### src/hdl/dds_pkg.sv
// Shared types, register codes and reset values for the drive command shaper.
`default_nettype none

package dds_pkg;

	// Default widths handed to the top level parameters
	localparam int VELOCITY_BITS_DEF     = 16;
	localparam int TICK_COUNTER_BITS_DEF = 16;

	// Configuration port
	localparam int CFG_INDEX_BITS = 3;
	localparam int CFG_DATA_BITS  = 64;

	// Register reset values
	localparam logic [63:0] LINEAR_LIMITS_RST   = 64'd0;
	localparam logic [63:0] ANGULAR_LIMITS_RST  = 64'd0;
	localparam logic [4:0]  MODE_FLAGS_RST      = 5'd1;
	localparam logic [15:0] HALF_SEPARATION_RST = 16'd8192;
	localparam logic [15:0] TIMEOUT_TICKS_RST   = 16'd50;
	localparam logic [15:0] DUTY_GAIN_RST       = 16'd25600;
	localparam logic [23:0] COUNT_GAIN_RST      = 24'd2607590;
	localparam logic [14:0] MAX_DUTY_RST        = 15'd15360;

	// Mode flag bit positions
	localparam int MODE_OPEN_LOOP = 0;
	localparam int MODE_LIN_VLIM  = 1;
	localparam int MODE_ANG_VLIM  = 2;
	localparam int MODE_LIN_ACCEL = 3;
	localparam int MODE_ANG_ACCEL = 4;

	// Request kinds on the input stream
	localparam logic OP_COMMAND = 1'b0;
	localparam logic OP_TICK    = 1'b1;

	typedef enum logic [CFG_INDEX_BITS-1:0] {
		CFG_LINEAR_LIMITS   = 3'd0,
		CFG_ANGULAR_LIMITS  = 3'd1,
		CFG_MODE_FLAGS      = 3'd2,
		CFG_HALF_SEPARATION = 3'd3,
		CFG_TIMEOUT_TICKS   = 3'd4,
		CFG_DUTY_GAIN       = 3'd5,
		CFG_COUNT_GAIN      = 3'd6,
		CFG_MAX_DUTY        = 3'd7
	} cfg_index_t;

	typedef struct packed {
		logic [63:0] linear_limits;
		logic [63:0] angular_limits;
		logic [4:0]  mode_flags;
		logic [15:0] half_separation;
		logic [15:0] timeout_ticks;
		logic [15:0] duty_gain;
		logic [23:0] count_gain;
		logic [14:0] max_duty;
	} cfg_t;

	typedef enum logic [2:0] {
		ST_IDLE,
		ST_SHAPE,
		ST_HW_MUL,
		ST_HW_RND,
		ST_L_MUL,
		ST_L_DRV,
		ST_R_MUL,
		ST_R_DRV
	} ctrl_state_t;

	typedef enum logic [1:0] {
		MUL_HW,
		MUL_LEFT,
		MUL_RIGHT
	} mul_sel_t;

	typedef struct packed {
		logic     store_cmd;
		logic     start_tick;
		logic     shape;
		logic     mul_en;
		mul_sel_t mul_sel;
		logic     hw_load;
		logic     left_load;
		logic     out_load;
	} dp_cmd_t;

	typedef struct packed {
		logic out_free;
	} dp_status_t;

endpackage

`default_nettype wire

### src/hdl/dds_cfg.sv
// Configuration register bank with write-only access.
`default_nettype none

module dds_cfg (
	input  wire logic                                 clk,
	input  wire logic                                 arst_n,
	input  wire logic                                 we,
	input  wire logic [dds_pkg::CFG_INDEX_BITS-1:0]   index,
	input  wire logic [dds_pkg::CFG_DATA_BITS-1:0]    data,
	output dds_pkg::cfg_t                             cfg
);

	dds_pkg::cfg_t cfg_q;

	always_ff @(posedge clk or negedge arst_n) begin
		if (!arst_n) begin
			cfg_q.linear_limits   <= dds_pkg::LINEAR_LIMITS_RST;
			cfg_q.angular_limits  <= dds_pkg::ANGULAR_LIMITS_RST;
			cfg_q.mode_flags      <= dds_pkg::MODE_FLAGS_RST;
			cfg_q.half_separation <= dds_pkg::HALF_SEPARATION_RST;
			cfg_q.timeout_ticks   <= dds_pkg::TIMEOUT_TICKS_RST;
			cfg_q.duty_gain       <= dds_pkg::DUTY_GAIN_RST;
			cfg_q.count_gain      <= dds_pkg::COUNT_GAIN_RST;
			cfg_q.max_duty        <= dds_pkg::MAX_DUTY_RST;
		end else if (we) begin
			case (dds_pkg::cfg_index_t'(index))
				dds_pkg::CFG_LINEAR_LIMITS:   cfg_q.linear_limits   <= data;
				dds_pkg::CFG_ANGULAR_LIMITS:  cfg_q.angular_limits  <= data;
				dds_pkg::CFG_MODE_FLAGS:      cfg_q.mode_flags      <= data[4:0];
				dds_pkg::CFG_HALF_SEPARATION: cfg_q.half_separation <= data[15:0];
				dds_pkg::CFG_TIMEOUT_TICKS:   cfg_q.timeout_ticks   <= data[15:0];
				dds_pkg::CFG_DUTY_GAIN:       cfg_q.duty_gain       <= data[15:0];
				dds_pkg::CFG_COUNT_GAIN:      cfg_q.count_gain      <= data[23:0];
				dds_pkg::CFG_MAX_DUTY:        cfg_q.max_duty        <= data[14:0];
				default: ;
			endcase
		end
	end

	assign cfg = cfg_q;

endmodule

`default_nettype wire

### src/hdl/dds_ctrl.sv
// Sequencer that steps a control tick through the shared multiplier.
`default_nettype none

module dds_ctrl (
	input  wire logic                clk,
	input  wire logic                arst_n,
	input  wire logic                in_valid,
	input  wire logic                in_op,
	output logic                     in_ready,
	input  wire dds_pkg::dp_status_t status,
	output dds_pkg::dp_cmd_t         cmd
);

	dds_pkg::ctrl_state_t state_q;
	dds_pkg::ctrl_state_t state_next;

	always_ff @(posedge clk or negedge arst_n) begin
		if (!arst_n) begin
			state_q <= dds_pkg::ST_IDLE;
		end else begin
			state_q <= state_next;
		end
	end

	// Next state
	always_comb begin
		state_next = state_q;
		case (state_q)
			dds_pkg::ST_IDLE: begin
				if (in_valid && (in_op == dds_pkg::OP_TICK)) begin
					state_next = dds_pkg::ST_SHAPE;
				end
			end
			dds_pkg::ST_SHAPE:  state_next = dds_pkg::ST_HW_MUL;
			dds_pkg::ST_HW_MUL: state_next = dds_pkg::ST_HW_RND;
			dds_pkg::ST_HW_RND: state_next = dds_pkg::ST_L_MUL;
			dds_pkg::ST_L_MUL:  state_next = dds_pkg::ST_L_DRV;
			dds_pkg::ST_L_DRV:  state_next = dds_pkg::ST_R_MUL;
			dds_pkg::ST_R_MUL:  state_next = dds_pkg::ST_R_DRV;
			dds_pkg::ST_R_DRV: begin
				if (status.out_free) begin
					state_next = dds_pkg::ST_IDLE;
				end
			end
			default: state_next = dds_pkg::ST_IDLE;
		endcase
	end

	// Outputs
	always_comb begin
		in_ready   = 1'b0;
		cmd        = '0;
		cmd.mul_sel = dds_pkg::MUL_HW;
		case (state_q)
			dds_pkg::ST_IDLE: begin
				in_ready       = 1'b1;
				cmd.store_cmd  = in_valid && (in_op == dds_pkg::OP_COMMAND);
				cmd.start_tick = in_valid && (in_op == dds_pkg::OP_TICK);
			end
			dds_pkg::ST_SHAPE: cmd.shape = 1'b1;
			dds_pkg::ST_HW_MUL: begin
				cmd.mul_en  = 1'b1;
				cmd.mul_sel = dds_pkg::MUL_HW;
			end
			dds_pkg::ST_HW_RND: cmd.hw_load = 1'b1;
			dds_pkg::ST_L_MUL: begin
				cmd.mul_en  = 1'b1;
				cmd.mul_sel = dds_pkg::MUL_LEFT;
			end
			dds_pkg::ST_L_DRV: cmd.left_load = 1'b1;
			dds_pkg::ST_R_MUL: begin
				cmd.mul_en  = 1'b1;
				cmd.mul_sel = dds_pkg::MUL_RIGHT;
			end
			dds_pkg::ST_R_DRV: cmd.out_load = status.out_free;
			default: ;
		endcase
	end

endmodule

`default_nettype wire

### src/hdl/dds_dp.sv
// Datapath: command store, tick shaping, shared multiplier and result register.
`default_nettype none

module dds_dp #(
	parameter int VELOCITY_BITS     = dds_pkg::VELOCITY_BITS_DEF,
	parameter int TICK_COUNTER_BITS = dds_pkg::TICK_COUNTER_BITS_DEF
) (
	input  wire logic               clk,
	input  wire logic               arst_n,
	input  wire dds_pkg::cfg_t      cfg,
	input  wire dds_pkg::dp_cmd_t   cmd,
	output dds_pkg::dp_status_t     status,
	input  wire logic signed [15:0] in_linear,
	input  wire logic signed [15:0] in_angular,
	output logic                    out_valid,
	input  wire logic               out_ready,
	output logic signed [15:0]      out_linear,
	output logic signed [15:0]      out_angular,
	output logic signed [31:0]      out_left,
	output logic signed [31:0]      out_right,
	output logic                    out_duty
);

	localparam int W  = VELOCITY_BITS;
	localparam int SW = W + 4;
	localparam int PW = SW + 26;
	localparam int CB = TICK_COUNTER_BITS;
	localparam int CW = (CB > 16) ? CB : 16;

	localparam logic signed [SW-1:0] VMAX = $signed({{(SW-W+1){1'b0}}, {(W-1){1'b1}}});
	localparam logic signed [SW-1:0] VMIN = $signed({{(SW-W+1){1'b1}}, {(W-1){1'b0}}});
	localparam logic signed [PW-1:0] RND11 = PW'(1) << 11;
	localparam logic signed [PW-1:0] RND13 = PW'(1) << 13;
	localparam logic signed [PW-1:0] RND19 = PW'(1) << 19;
	localparam logic signed [PW-1:0] I32MAX = $signed({{(PW-31){1'b0}}, {31{1'b1}}});
	localparam logic signed [PW-1:0] I32MIN = $signed({{(PW-31){1'b1}}, {31{1'b0}}});

	function automatic logic signed [SW-1:0] sx16(input logic [15:0] v);
		return SW'($signed(v));
	endfunction

	function automatic logic signed [SW-1:0] sxw(input logic [W-1:0] v);
		return SW'($signed(v));
	endfunction

	// Lower bound first, then upper: inverted bounds give the upper one
	function automatic logic signed [SW-1:0] clamp_f(input logic signed [SW-1:0] x,
		input logic signed [SW-1:0] lo, input logic signed [SW-1:0] hi);
		logic signed [SW-1:0] y;
		y = x;
		if (y < lo) y = lo;
		if (y > hi) y = hi;
		return y;
	endfunction

	function automatic logic [W-1:0] sat_f(input logic signed [SW-1:0] x);
		logic signed [SW-1:0] y;
		y = clamp_f(x, VMIN, VMAX);
		return y[W-1:0];
	endfunction

	function automatic logic [W-1:0] shape_f(input logic signed [SW-1:0] tgt,
		input logic [W-1:0] prev, input logic [63:0] lim, input logic accel,
		input logic vlim);
		logic signed [SW-1:0] t;
		logic signed [SW-1:0] p;
		logic signed [SW-1:0] d;
		t = tgt;
		p = sxw(prev);
		if (accel) begin
			d = clamp_f(t - p, sx16(lim[47:32]), sx16(lim[63:48]));
			t = p + d;
		end
		if (vlim) begin
			t = clamp_f(t, sx16(lim[15:0]), sx16(lim[31:16]));
		end
		return sat_f(t);
	endfunction

	function automatic logic signed [31:0] drive_f(input logic signed [PW-1:0] prod,
		input logic open_loop, input logic [14:0] max_duty);
		logic signed [PW-1:0] r;
		logic signed [PW-1:0] mx;
		mx = $signed({{(PW-15){1'b0}}, max_duty});
		if (open_loop) begin
			r = (prod + RND11) >>> 12;
			if (r < -mx) r = -mx;
			if (r > mx) r = mx;
		end else begin
			r = (prod + RND19) >>> 20;
			if (r < I32MIN) r = I32MIN;
			if (r > I32MAX) r = I32MAX;
		end
		return r[31:0];
	endfunction

	logic [W-1:0]  stored_lin_q;
	logic [W-1:0]  stored_ang_q;
	logic [W-1:0]  prev_lin_q;
	logic [W-1:0]  prev_ang_q;
	logic [CB-1:0] ticks_q;

	logic signed [SW-1:0] cmd_lin;
	logic signed [SW-1:0] cmd_ang;
	logic                 timed_out;
	logic [W-1:0]         shaped_lin;
	logic [W-1:0]         shaped_ang;
	logic                 open_loop;

	logic signed [SW-1:0] mul_a;
	logic signed [25:0]   mul_b;
	logic signed [PW-1:0] mul_p;
	logic signed [PW-1:0] prod_q;
	logic signed [PW-1:0] hw_full;
	logic signed [SW-1:0] hw_q;
	logic signed [31:0]   drive_now;
	logic signed [31:0]   left_q;
	logic signed [SW-1:0] out_lin_x;
	logic signed [SW-1:0] out_ang_x;

	logic                 out_valid_q;
	logic signed [15:0]   out_lin_q;
	logic signed [15:0]   out_ang_q;
	logic signed [31:0]   out_left_q;
	logic signed [31:0]   out_right_q;
	logic                 out_duty_q;

	assign open_loop = cfg.mode_flags[dds_pkg::MODE_OPEN_LOOP];

	// Command path: clamp where enabled, then saturate to the velocity width
	always_comb begin
		cmd_lin = sx16(in_linear);
		cmd_ang = sx16(in_angular);
		if (cfg.mode_flags[dds_pkg::MODE_LIN_VLIM]) begin
			cmd_lin = clamp_f(cmd_lin, sx16(cfg.linear_limits[15:0]),
				sx16(cfg.linear_limits[31:16]));
		end
		if (cfg.mode_flags[dds_pkg::MODE_ANG_VLIM]) begin
			cmd_ang = clamp_f(cmd_ang, sx16(cfg.angular_limits[15:0]),
				sx16(cfg.angular_limits[31:16]));
		end
	end

	// Tick path: counter already advanced when the tick was taken
	assign timed_out = CW'(ticks_q) > CW'(cfg.timeout_ticks);

	assign shaped_lin = shape_f(timed_out ? '0 : sxw(stored_lin_q), prev_lin_q,
		cfg.linear_limits, cfg.mode_flags[dds_pkg::MODE_LIN_ACCEL],
		cfg.mode_flags[dds_pkg::MODE_LIN_VLIM]);
	assign shaped_ang = shape_f(timed_out ? '0 : sxw(stored_ang_q), prev_ang_q,
		cfg.angular_limits, cfg.mode_flags[dds_pkg::MODE_ANG_ACCEL],
		cfg.mode_flags[dds_pkg::MODE_ANG_VLIM]);

	always_ff @(posedge clk or negedge arst_n) begin
		if (!arst_n) begin
			stored_lin_q <= '0;
			stored_ang_q <= '0;
			prev_lin_q   <= '0;
			prev_ang_q   <= '0;
			ticks_q      <= '0;
		end else begin
			if (cmd.store_cmd) begin
				stored_lin_q <= sat_f(cmd_lin);
				stored_ang_q <= sat_f(cmd_ang);
				ticks_q      <= '0;
			end else if (cmd.start_tick && (ticks_q != {CB{1'b1}})) begin
				ticks_q <= ticks_q + CB'(1);
			end
			if (cmd.shape) begin
				prev_lin_q <= shaped_lin;
				prev_ang_q <= shaped_ang;
			end
		end
	end

	// Shared multiplier operands
	always_comb begin
		case (cmd.mul_sel)
			dds_pkg::MUL_HW:    mul_a = sxw(prev_ang_q);
			dds_pkg::MUL_LEFT:  mul_a = sxw(prev_lin_q) - hw_q;
			dds_pkg::MUL_RIGHT: mul_a = sxw(prev_lin_q) + hw_q;
			default:            mul_a = '0;
		endcase
		if (cmd.mul_sel == dds_pkg::MUL_HW) begin
			mul_b = $signed({10'd0, cfg.half_separation});
		end else if (open_loop) begin
			mul_b = $signed({10'd0, cfg.duty_gain});
		end else begin
			mul_b = $signed({2'd0, cfg.count_gain});
		end
	end

	assign mul_p     = mul_a * mul_b;
	assign hw_full   = (prod_q + RND13) >>> 14;
	assign drive_now = drive_f(prod_q, open_loop, cfg.max_duty);
	assign out_lin_x = sxw(prev_lin_q);
	assign out_ang_x = sxw(prev_ang_q);

	always_ff @(posedge clk) begin
		if (cmd.mul_en) begin
			prod_q <= mul_p;
		end
		if (cmd.hw_load) begin
			hw_q <= hw_full[SW-1:0];
		end
		if (cmd.left_load) begin
			left_q <= drive_now;
		end
		if (cmd.out_load) begin
			out_lin_q   <= out_lin_x[15:0];
			out_ang_q   <= out_ang_x[15:0];
			out_left_q  <= left_q;
			out_right_q <= drive_now;
			out_duty_q  <= open_loop;
		end
	end

	always_ff @(posedge clk or negedge arst_n) begin
		if (!arst_n) begin
			out_valid_q <= 1'b0;
		end else if (cmd.out_load) begin
			out_valid_q <= 1'b1;
		end else if (out_ready) begin
			out_valid_q <= 1'b0;
		end
	end

	assign status.out_free = !out_valid_q || out_ready;

	assign out_valid   = out_valid_q;
	assign out_linear  = out_lin_q;
	assign out_angular = out_ang_q;
	assign out_left    = out_left_q;
	assign out_right   = out_right_q;
	assign out_duty    = out_duty_q;

endmodule

`default_nettype wire

### src/hdl/diff_drive_command_shaper.sv
// Top level of the differential drive command shaper.
//
//  channel  | direction | tdata (low bit up)                           | tuser
//  ---------+-----------+----------------------------------------------+-----------------
//  s_       | in        | linear_command[15:0], angular_command[31:16] | operation
//  m_       | out       | shaped_linear, shaped_angular, left, right   | drive_is_duty
//  cfg_     | in        | index selects register, low data bits used   | -
//
// A command request returns no result. A tick request makes one shaping step and
// three passes through the single shared multiplier (half separation, left side,
// right side), each followed by a rounding step, before its result enters the
// output register; the next request is taken only after that.
// Reset clears the stored command, previous target and tick counter at once.
// A full output register holds the last step, and with it every request, until the
// waiting result is taken.
`default_nettype none

module diff_drive_command_shaper #(
	parameter int VELOCITY_BITS     = dds_pkg::VELOCITY_BITS_DEF,
	parameter int TICK_COUNTER_BITS = dds_pkg::TICK_COUNTER_BITS_DEF
) (
	input  wire logic                               clk,
	input  wire logic                               arst_n,
	// Input stream
	input  wire logic                               s_tvalid,
	output logic                                    s_tready,
	input  wire logic [31:0]                        s_tdata,  // linear_command, angular_command
	input  wire logic                               s_tuser,  // operation
	// Result stream
	output logic                                    m_tvalid,
	input  wire logic                               m_tready,
	output logic [95:0]                             m_tdata,  // shaped_linear, shaped_angular,
	                                                          // left_drive, right_drive
	output logic                                    m_tuser,  // drive_is_duty
	// Configuration writes
	input  wire logic                               cfg_we,
	input  wire logic [dds_pkg::CFG_INDEX_BITS-1:0] cfg_index,
	input  wire logic [dds_pkg::CFG_DATA_BITS-1:0]  cfg_data
);

	dds_pkg::cfg_t       cfg;
	dds_pkg::dp_cmd_t    dp_cmd;
	dds_pkg::dp_status_t dp_status;

	logic signed [15:0] res_linear;
	logic signed [15:0] res_angular;
	logic signed [31:0] res_left;
	logic signed [31:0] res_right;

	// Register bank: the user must write it only while no request is in work; the bank does not enforce this
	dds_cfg u_cfg (
		.clk    (clk),
		.arst_n (arst_n),
		.we     (cfg_we),
		.index  (cfg_index),
		.data   (cfg_data),
		.cfg    (cfg)
	);

	// Sequencer: takes a request only when idle
	dds_ctrl u_ctrl (
		.clk      (clk),
		.arst_n   (arst_n),
		.in_valid (s_tvalid),
		.in_op    (s_tuser),
		.in_ready (s_tready),
		.status   (dp_status),
		.cmd      (dp_cmd)
	);

	// Datapath: holds the shaper state and the result register
	dds_dp #(
		.VELOCITY_BITS     (VELOCITY_BITS),
		.TICK_COUNTER_BITS (TICK_COUNTER_BITS)
	) u_dp (
		.clk         (clk),
		.arst_n      (arst_n),
		.cfg         (cfg),
		.cmd         (dp_cmd),
		.status      (dp_status),
		.in_linear   ($signed(s_tdata[15:0])),
		.in_angular  ($signed(s_tdata[31:16])),
		.out_valid   (m_tvalid),
		.out_ready   (m_tready),
		.out_linear  (res_linear),
		.out_angular (res_angular),
		.out_left    (res_left),
		.out_right   (res_right),
		.out_duty    (m_tuser)
	);

	// Pack the result fields, lowest field first
	assign m_tdata = {res_right, res_left, res_angular, res_linear};

`ifndef SYNTHESIS
	// A tick holds off further requests while it is worked
	a_tick_blocks_input: assert property (@(posedge clk) disable iff (!arst_n)
		(s_tvalid && s_tready && (s_tuser == dds_pkg::OP_TICK)) |=> !s_tready)
		else $error("request taken while a tick is in work");

	// A command request never produces a result
	a_command_no_result: assert property (@(posedge clk) disable iff (!arst_n)
		(s_tvalid && s_tready && (s_tuser == dds_pkg::OP_COMMAND) && !m_tvalid)
		|=> !m_tvalid)
		else $error("result appeared after a command request");

	// A result is loaded only from the last tick step, never from idle
	a_result_from_tick: assert property (@(posedge clk) disable iff (!arst_n)
		$rose(m_tvalid) |-> !$past(s_tready))
		else $error("result loaded while the sequencer was idle");
`endif

endmodule

`default_nettype wire

### config.mk
export PLATFORM = sky130hd
export DESIGN_NAME = diff_drive_command_shaper
export DESIGN_NICKNAME = d
export VERILOG_FILES = /design/src/hdl/dds_pkg.sv /design/src/hdl/dds_cfg.sv /design/src/hdl/dds_ctrl.sv /design/src/hdl/dds_dp.sv /design/src/hdl/diff_drive_command_shaper.sv
export SDC_FILE = /design/constraint.sdc
export NUM_CORES = 2
export LEC_CHECK = 0
export BUFFER_PORTS_ARGS = -buffer_cell sky130_fd_sc_hd__buf_2
export CORE_ASPECT_RATIO = 2
export CORE_MARGIN = 4
export CORE_UTILIZATION = 42
export DETAILED_ROUTE_END_ITERATION = 6
export SETUP_SLACK_MARGIN = 0.3
export SLEW_MARGIN = 20
export SYNTH_ARGS = -nofsm -noshare
export SYNTH_HDL_FRONTEND = slang
export SYNTH_SLANG_ARGS = --single-unit
### constraint.sdc
create_clock -name clk -period 34.7 [get_ports clk]
set_input_delay 3.47 -clock clk [delete_from_list [all_inputs] [get_ports clk]]
set_output_delay 3.47 -clock clk [all_outputs]
set_load 0.05 [all_outputs]
After elaboration in Yosys (flattened, before gate mapping)
Cells that the tools add are included.
{"block": "word_totals", "mem_bits_rw": 0, "n_memories": 0, "mem_bits_ro": 0, "latchBits": 0, "regBits": 499, "word_cells": 161, "output_inout_bits": 99, "in_bits": 105}
{"block": "classes", "n_lt_le_gt_ge": 25, "muxes": 62, "add_sub_neg": 11, "shifts": 0, "multipliers": 1, "n_bitwise": 1, "reduce_logical": 19, "n_eq_ne": 19, "n_div": 0}
{"operator": "$mux 20", "n": 34}
{"operator": "$mux 46", "n": 4}
{"operator": "$gt 20x16->1", "n": 6}
{"operator": "$mux 16", "n": 6}
{"operator": "$mux 32", "n": 3}
{"operator": "$gt 20x16->1 const B", "n": 4}
{"operator": "$lt 20x16->1", "n": 4}
{"operator": "$lt 20x16->1 const B", "n": 4}
{"operator": "$add 16x20->20", "n": 3}
{"operator": "$pmux 20 s3", "n": 1}
{"operator": "$mux 24", "n": 2}
{"operator": "$add 46x13->46 const B", "n": 1}
{"operator": "$add 46x21->46 const B", "n": 1}
{"operator": "$gt 46x16->1", "n": 1}
{"operator": "$gt 46x32->1 const B", "n": 1}
{"operator": "$lt 34x46->1", "n": 1}
{"operator": "$neg 15->46", "n": 1}
{"operator": "$mul 20x25->45", "n": 1}
{"operator": "$sub 20x16->20", "n": 2}
{"operator": "$add 34x15->34 const B", "n": 1}
{"operator": "$lt 16x16->1", "n": 2}
{"operator": "$lt 26x32->1 const B", "n": 1}
{"operator": "$eq 3x3->1 const B", "n": 8}
{"operator": "$pmux 3 s8", "n": 1}
{"operator": "other kinds (21)", "n": 45}

Depth between registers and ports, before layout
{"block": "depth", "depth_word": 21, "depth_mapped": 92, "ltp_nobuf": 85}

By module
From an unflattened synthesis, not the netlist that was laid out.
{"block": "hier_totals", "hier_cells": 5461, "hier_area_um2": 52158.8}
{"module": "dds_dp", "cells_per_inst": 4961, "instances": 1, "area_each_um2": 42878.6, "seq_area_each_um2": 7522.2}
{"module": "dds_cfg", "cells_per_inst": 473, "instances": 1, "area_each_um2": 9002.4, "seq_area_each_um2": 5536.6}
{"module": "dds_ctrl", "cells_per_inst": 27, "instances": 1, "area_each_um2": 277.8, "seq_area_each_um2": 75.1}

Least setup slack after synthesis
No wires, ideal clock.
{"block": "synth_path", "kind": "register to register", "from": "register u_cfg.cfg_q (netlist bit u_cfg.cfg[60])", "to": "register u_dp.prev_ang_q[0]", "stages_incl_launch_ff": 86, "slack_ps": 17381, "setup_ps": 121, "synth_period_minus_slack_ps": 17319, "arrival_time_ps": 17198, "cell_sequence": "dfstp_2 > inv_1 > ha_1 > a21oi_1 > o221ai_1 > o2bb2ai_1 > o31ai_4 > buf_6 > buf_2 > buf_2 > nand2_1 > inv_1 > ha_1 > nor2b_1 > or2_2 > a311o_1 > maj3_1 > o211ai_1 > [50 not listed] > a211oi_1 > nor2_1 > nor3_2 > buf_2 > nor4_1 > o21ai_1 > o21ai_1 > or3b_2 > ha_1 > buf_1 > a21oi_1 > o221a_2 > and4_1 > nand4_1 > o31a_1 > a211o_1 > buf_2 > o22a_1"}
{"block": "synth_via", "elab_chain_cells": 21}
{"element": "start, declared", "line": "dds_cfg.sv:13", "source": "dds_pkg::cfg_t cfg_q;"}
{"element": "$gt 16x16->1 *", "line": "dds_dp.sv:145", "source": "assign timed_out = CW'(ticks_q) > CW'(cfg.timeout_ticks);"}
{"element": "$mux 20 *", "line": "dds_dp.sv:150", "source": "assign shaped_ang = shape_f(timed_out ? '0 : sxw(stored_ang_q), prev_ang_q,"}
{"element": "$sub 20x16->20", "line": "dds_dp.sv:71", "source": "d = clamp_f(t - p, sx16(lim[47:32]), sx16(lim[63:48]));"}
{"element": "$lt 20x16->1", "line": "dds_dp.sv:51", "source": "if (y < lo) y = lo;"}
{"element": "$mux 20", "line": "dds_dp.sv:51"}
{"element": "$mux 20", "line": "dds_dp.sv:70", "source": "if (accel) begin"}
{"element": "$gt 20x16->1", "line": "dds_dp.sv:52", "source": "if (y > hi) y = hi;"}
{"element": "$mux 20", "line": "dds_dp.sv:52"}
{"element": "[5 not listed]"}
{"element": "$mux 20", "line": "dds_dp.sv:74", "source": "if (vlim) begin"}
{"element": "$gt 20x16->1", "line": "dds_dp.sv:52"}
{"element": "$mux 20", "line": "dds_dp.sv:52"}
{"element": "$mux 20 *", "line": "dds_dp.sv:74"}
{"element": "$lt 20x16->1", "line": "dds_dp.sv:51"}
{"element": "$mux 20 *", "line": "dds_dp.sv:51"}
{"element": "$gt 20x16->1", "line": "dds_dp.sv:52"}
{"element": "$mux 16 *", "line": "dds_dp.sv:52"}
{"element": "end signal, assigned", "line": "dds_dp.sv:171", "source": "prev_ang_q <= shaped_ang;"}
{"element": "end, declared", "line": "dds_dp.sv:100", "source": "logic [W-1:0] prev_ang_q;"}
Mark *: on every way between the ends. The rest lies on a longest branch, timed or not. The select of a mux whose other input is x is not followed.
A chain may end at the register's enable or synchronous reset.

Final worst setup path
{"block": "layout_path", "from": "register u_cfg.cfg_q (netlist bit u_cfg.cfg[60])", "to": "register u_dp.prev_lin_q[6]"}
{"block": "layout_via", "elab_chain_cells": 21}
{"element": "$gt 16x16->1 *", "line": "dds_dp.sv:145"}
{"element": "$mux 20 *", "line": "dds_dp.sv:147", "source": "assign shaped_lin = shape_f(timed_out ? '0 : sxw(stored_lin_q), prev_lin_q,"}
{"element": "$sub 20x16->20", "line": "dds_dp.sv:71"}
{"element": "$lt 20x16->1", "line": "dds_dp.sv:51"}
{"element": "$mux 20", "line": "dds_dp.sv:51"}
{"element": "$mux 20", "line": "dds_dp.sv:70"}
{"element": "$gt 20x16->1", "line": "dds_dp.sv:52"}
{"element": "$mux 20", "line": "dds_dp.sv:52"}
{"element": "[5 not listed]"}
{"element": "$mux 20", "line": "dds_dp.sv:74"}
{"element": "$gt 20x16->1", "line": "dds_dp.sv:52"}
{"element": "$mux 20", "line": "dds_dp.sv:52"}
{"element": "$mux 20 *", "line": "dds_dp.sv:74"}
{"element": "$lt 20x16->1", "line": "dds_dp.sv:51"}
{"element": "$mux 20 *", "line": "dds_dp.sv:51"}
{"element": "$gt 20x16->1", "line": "dds_dp.sv:52"}
{"element": "$mux 16 *", "line": "dds_dp.sv:52"}
{"element": "end signal, assigned", "line": "dds_dp.sv:170", "source": "prev_lin_q <= shaped_lin;"}
{"element": "end, declared", "line": "dds_dp.sv:99", "source": "logic [W-1:0] prev_lin_q;"}
Marked as above.

==> flow_summary.json <==
{
  "dieArea_mm2": 0.125,
  "ctsHoldBuffers": 0,
  "avgViaCountPerCell": 5.74,
  "gr-total-overflow": 0,
  "insertion_delay_ps": 650,
  "yosysUniqueCellTypes": 97,
  "wirelength_mm": 181,
  "hold_path_class": "flip-flop to flip-flop",
  "hold_path_depth": 0,
  "ys_seq_area_frac": 0.263,
  "rsz0062_at_grt": "false",
  "syn_area_mm2": 0.0499,
  "post_cts_buffers": 0,
  "worstPathMaxFanout": 51,
  "finalCriticalPeriod_ps": 20840,
  "drive_gt1_frac": 0.116,
  "post-route-period-util": 0.600,
  "place_ws_ps": 14080,
  "num_rows": 178,
  "pin_count": 204,
  "skew_ps": 23.3,
  "synthArstFlopShare": 0.624,
  "syn_to_final_growth_pct": 9.58,
  "syn_area_per_cell_um2": 9.08,
  "synth_edf_count": 183,
  "coreArea_mm2": 0.118,
  "most-common-layout-cells": "nand2_1, inv_1, ha_1",
  "ys_warn_count": 0,
  "initial_utilization": 0.423,
  "critPathMaxStageDelay_ps": 920,
  "die_h_um": 495,
  "synthFlopType": "dfrtp_1",
  "clk_pin_slew_worst_paths_ps": 70,
  "dr.pass1.iters": 6,
  "setup_slack_ps": 13860,
  "antenna_found_initial": 16,
  "numCtsBuffers": 50,
  "cts_sinks": 487,
  "drc": 0,
  "final-hold-violation-count": 0,
  "syn-num-nets": 6559,
  "max-cap-violations": 0,
  "tightest_slew_ps": 1130,
  "status": "finished clean",
  "ys_ff_latch": 487,
  "reg2reg_depth": 82,
  "synth_cells": 5493,
  "drv_slew": 0,
  "grt_first_pass_wirelength_mm": 267,
  "wl_per_cell_um": 25.2,
  "setup_violations": 0,
  "final_common_cell": "nand2_1",
  "setup_tns_ps": 0,
  "htreeDepth": 2,
  "cts-root-buf": "clkbuf_16",
  "cts_resized": 0,
  "grt_pass1_vias": 43034,
  "cts_tree": "done",
  "crit_required_ps": 35140,
  "relSlewSlack": 0.242,
  "final_net_count": 6682,
  "port_buffers": 203,
  "r2r_slack_ps": 13860,
  "crit_path_end_kind": "flip-flop",
  "arrival_ps": 21280,
  "max_freq_mhz": 48.0,
  "detail-route-antenna-nets": 0,
  "dp_hpwl_mm": 147,
  "grt_max_degree": 155,
  "first_iter_violations": 2666,
  "gp_congestion": 1.01,
  "grt_usage": 0.287,
  "cpMaxStageDelayCell": "nor3_2",
  "clock_path_buffers": 3,
  "crit_type": "flip-flop to flip-flop",
  "start_kind": "flip-flop",
  "fp.dieW_um": 252,
  "routed-via-count": 41308
}
[worst max-delay path, delay by kind of cell, from the launching register on]
kind                       cells  cell delay [ps]
and+or+nand+nor               16             3760
AOI/OAI and AO/OA             44            10230
muxes                          3              830
DFF                            1              520
buffers and inverters          8             1850
xor gates and xnor gates       1              250
adders and majority gates     10             3120
[cells in the mapped netlist, drive strengths merged, types with 27 or more instances]
cell,n,share of area
nand2b,46,0.0058
dfrtp,279,0.14
clkbuf,203,0.015
nand2,727,0.055
a31oi,32,0.0040
xnor2,141,0.025
nor2b,42,0.0053
o21ai,356,0.036
fa,397,0.16
a211oi,27,0.0043
mux2i,44,0.0088
nand3,61,0.0061
and2,61,0.0077
buf,30,0.0031
xor2,82,0.014
inv,668,0.050
a21o,109,0.016
ha,564,0.14
nor3,60,0.0063
a21oi,257,0.026
edfxtp,183,0.11
nand4,67,0.0084
mux2,134,0.030
o21a,52,0.0079
nor2,447,0.034
[registers in the layout (all words and copies together) (netlist names)]
signal and count:
u_cfg.cfg 220, u_ctrl.state_q 3, u_dp.hw_q 20, u_dp.left_q 32, u_dp.out_angular 16, u_dp.out_duty 1
u_dp.out_left 32, u_dp.out_linear 16, u_dp.out_right 32, u_dp.out_valid 1, u_dp.prev_ang_q 16, u_dp.prev_lin_q 16
u_dp.prod_q 34, u_dp.stored_ang_q 16, u_dp.stored_lin_q 16, u_dp.ticks_q 16
[through the flow]
step	hold WS, ps	instance area [um^2]	instances	util
global placement	402	52900	7094	0.449
detailed placement	405	52900	7094	0.449
CTS	409	54600	7187	0.464
finish	409	54600	7193	0.464
global route	421	54600	7188	0.464
floorplan	400	49900	5493	-
[worst paths after layout]
| check | start | to |
|---|---|---|
| max in group asynchronous | arst_n | u_dp.stored_ang_q[11] |
| max | u_cfg.cfg[60] | u_dp.prev_lin_q[6] |
| min in group asynchronous | arst_n | u_dp.stored_lin_q[12] |
| min | u_dp.left_q[6] | u_dp.out_left[6] |
| max reg2reg | u_cfg.cfg[60] | u_dp.prev_lin_q[6] |
| min reg2reg | u_dp.left_q[6] | u_dp.out_left[6] |
[kinds of logic after synthesis]
group,synth area share
AND/OR/NAND/NOR,0.145
AO/OA/AOI/OAI,0.143
adder cells (fa/ha/maj),0.302
buffers and inverters,0.0688
flip-flops,0.263
XOR/XNOR,0.0392
multiplexers,0.0391
[per-layer routing]
metal / vias to the layer above / global-route usage / share of wire
met1: 20300 / 0.264 / 0.31
met3: 718 / 0.0395 / 0.048
met5: - / 0 / 0.00013
li1: 18883 / - / -
met4: 4 / 0.270 / 0.12
met2: 1403 / 0.534 / 0.52
[final cells by class]
type / count / area (um^2)
Inverter: 669 / 2510
Clock inverter: 30 / 403
Sequential cell: 487 / 13100
Fill cell: 11417 / 63200
Multi-Input combinational cell: 4104 / 33500
Antenna cell: 6 / 15.0
Timing Repair Buffer: 304 / 1800
Clock buffer: 63 / 1350
Tap cell: 1530 / 1910
Power is not shown: default switching activity piles up to over one toggle a cycle in this logic, so the estimate is an artifact.
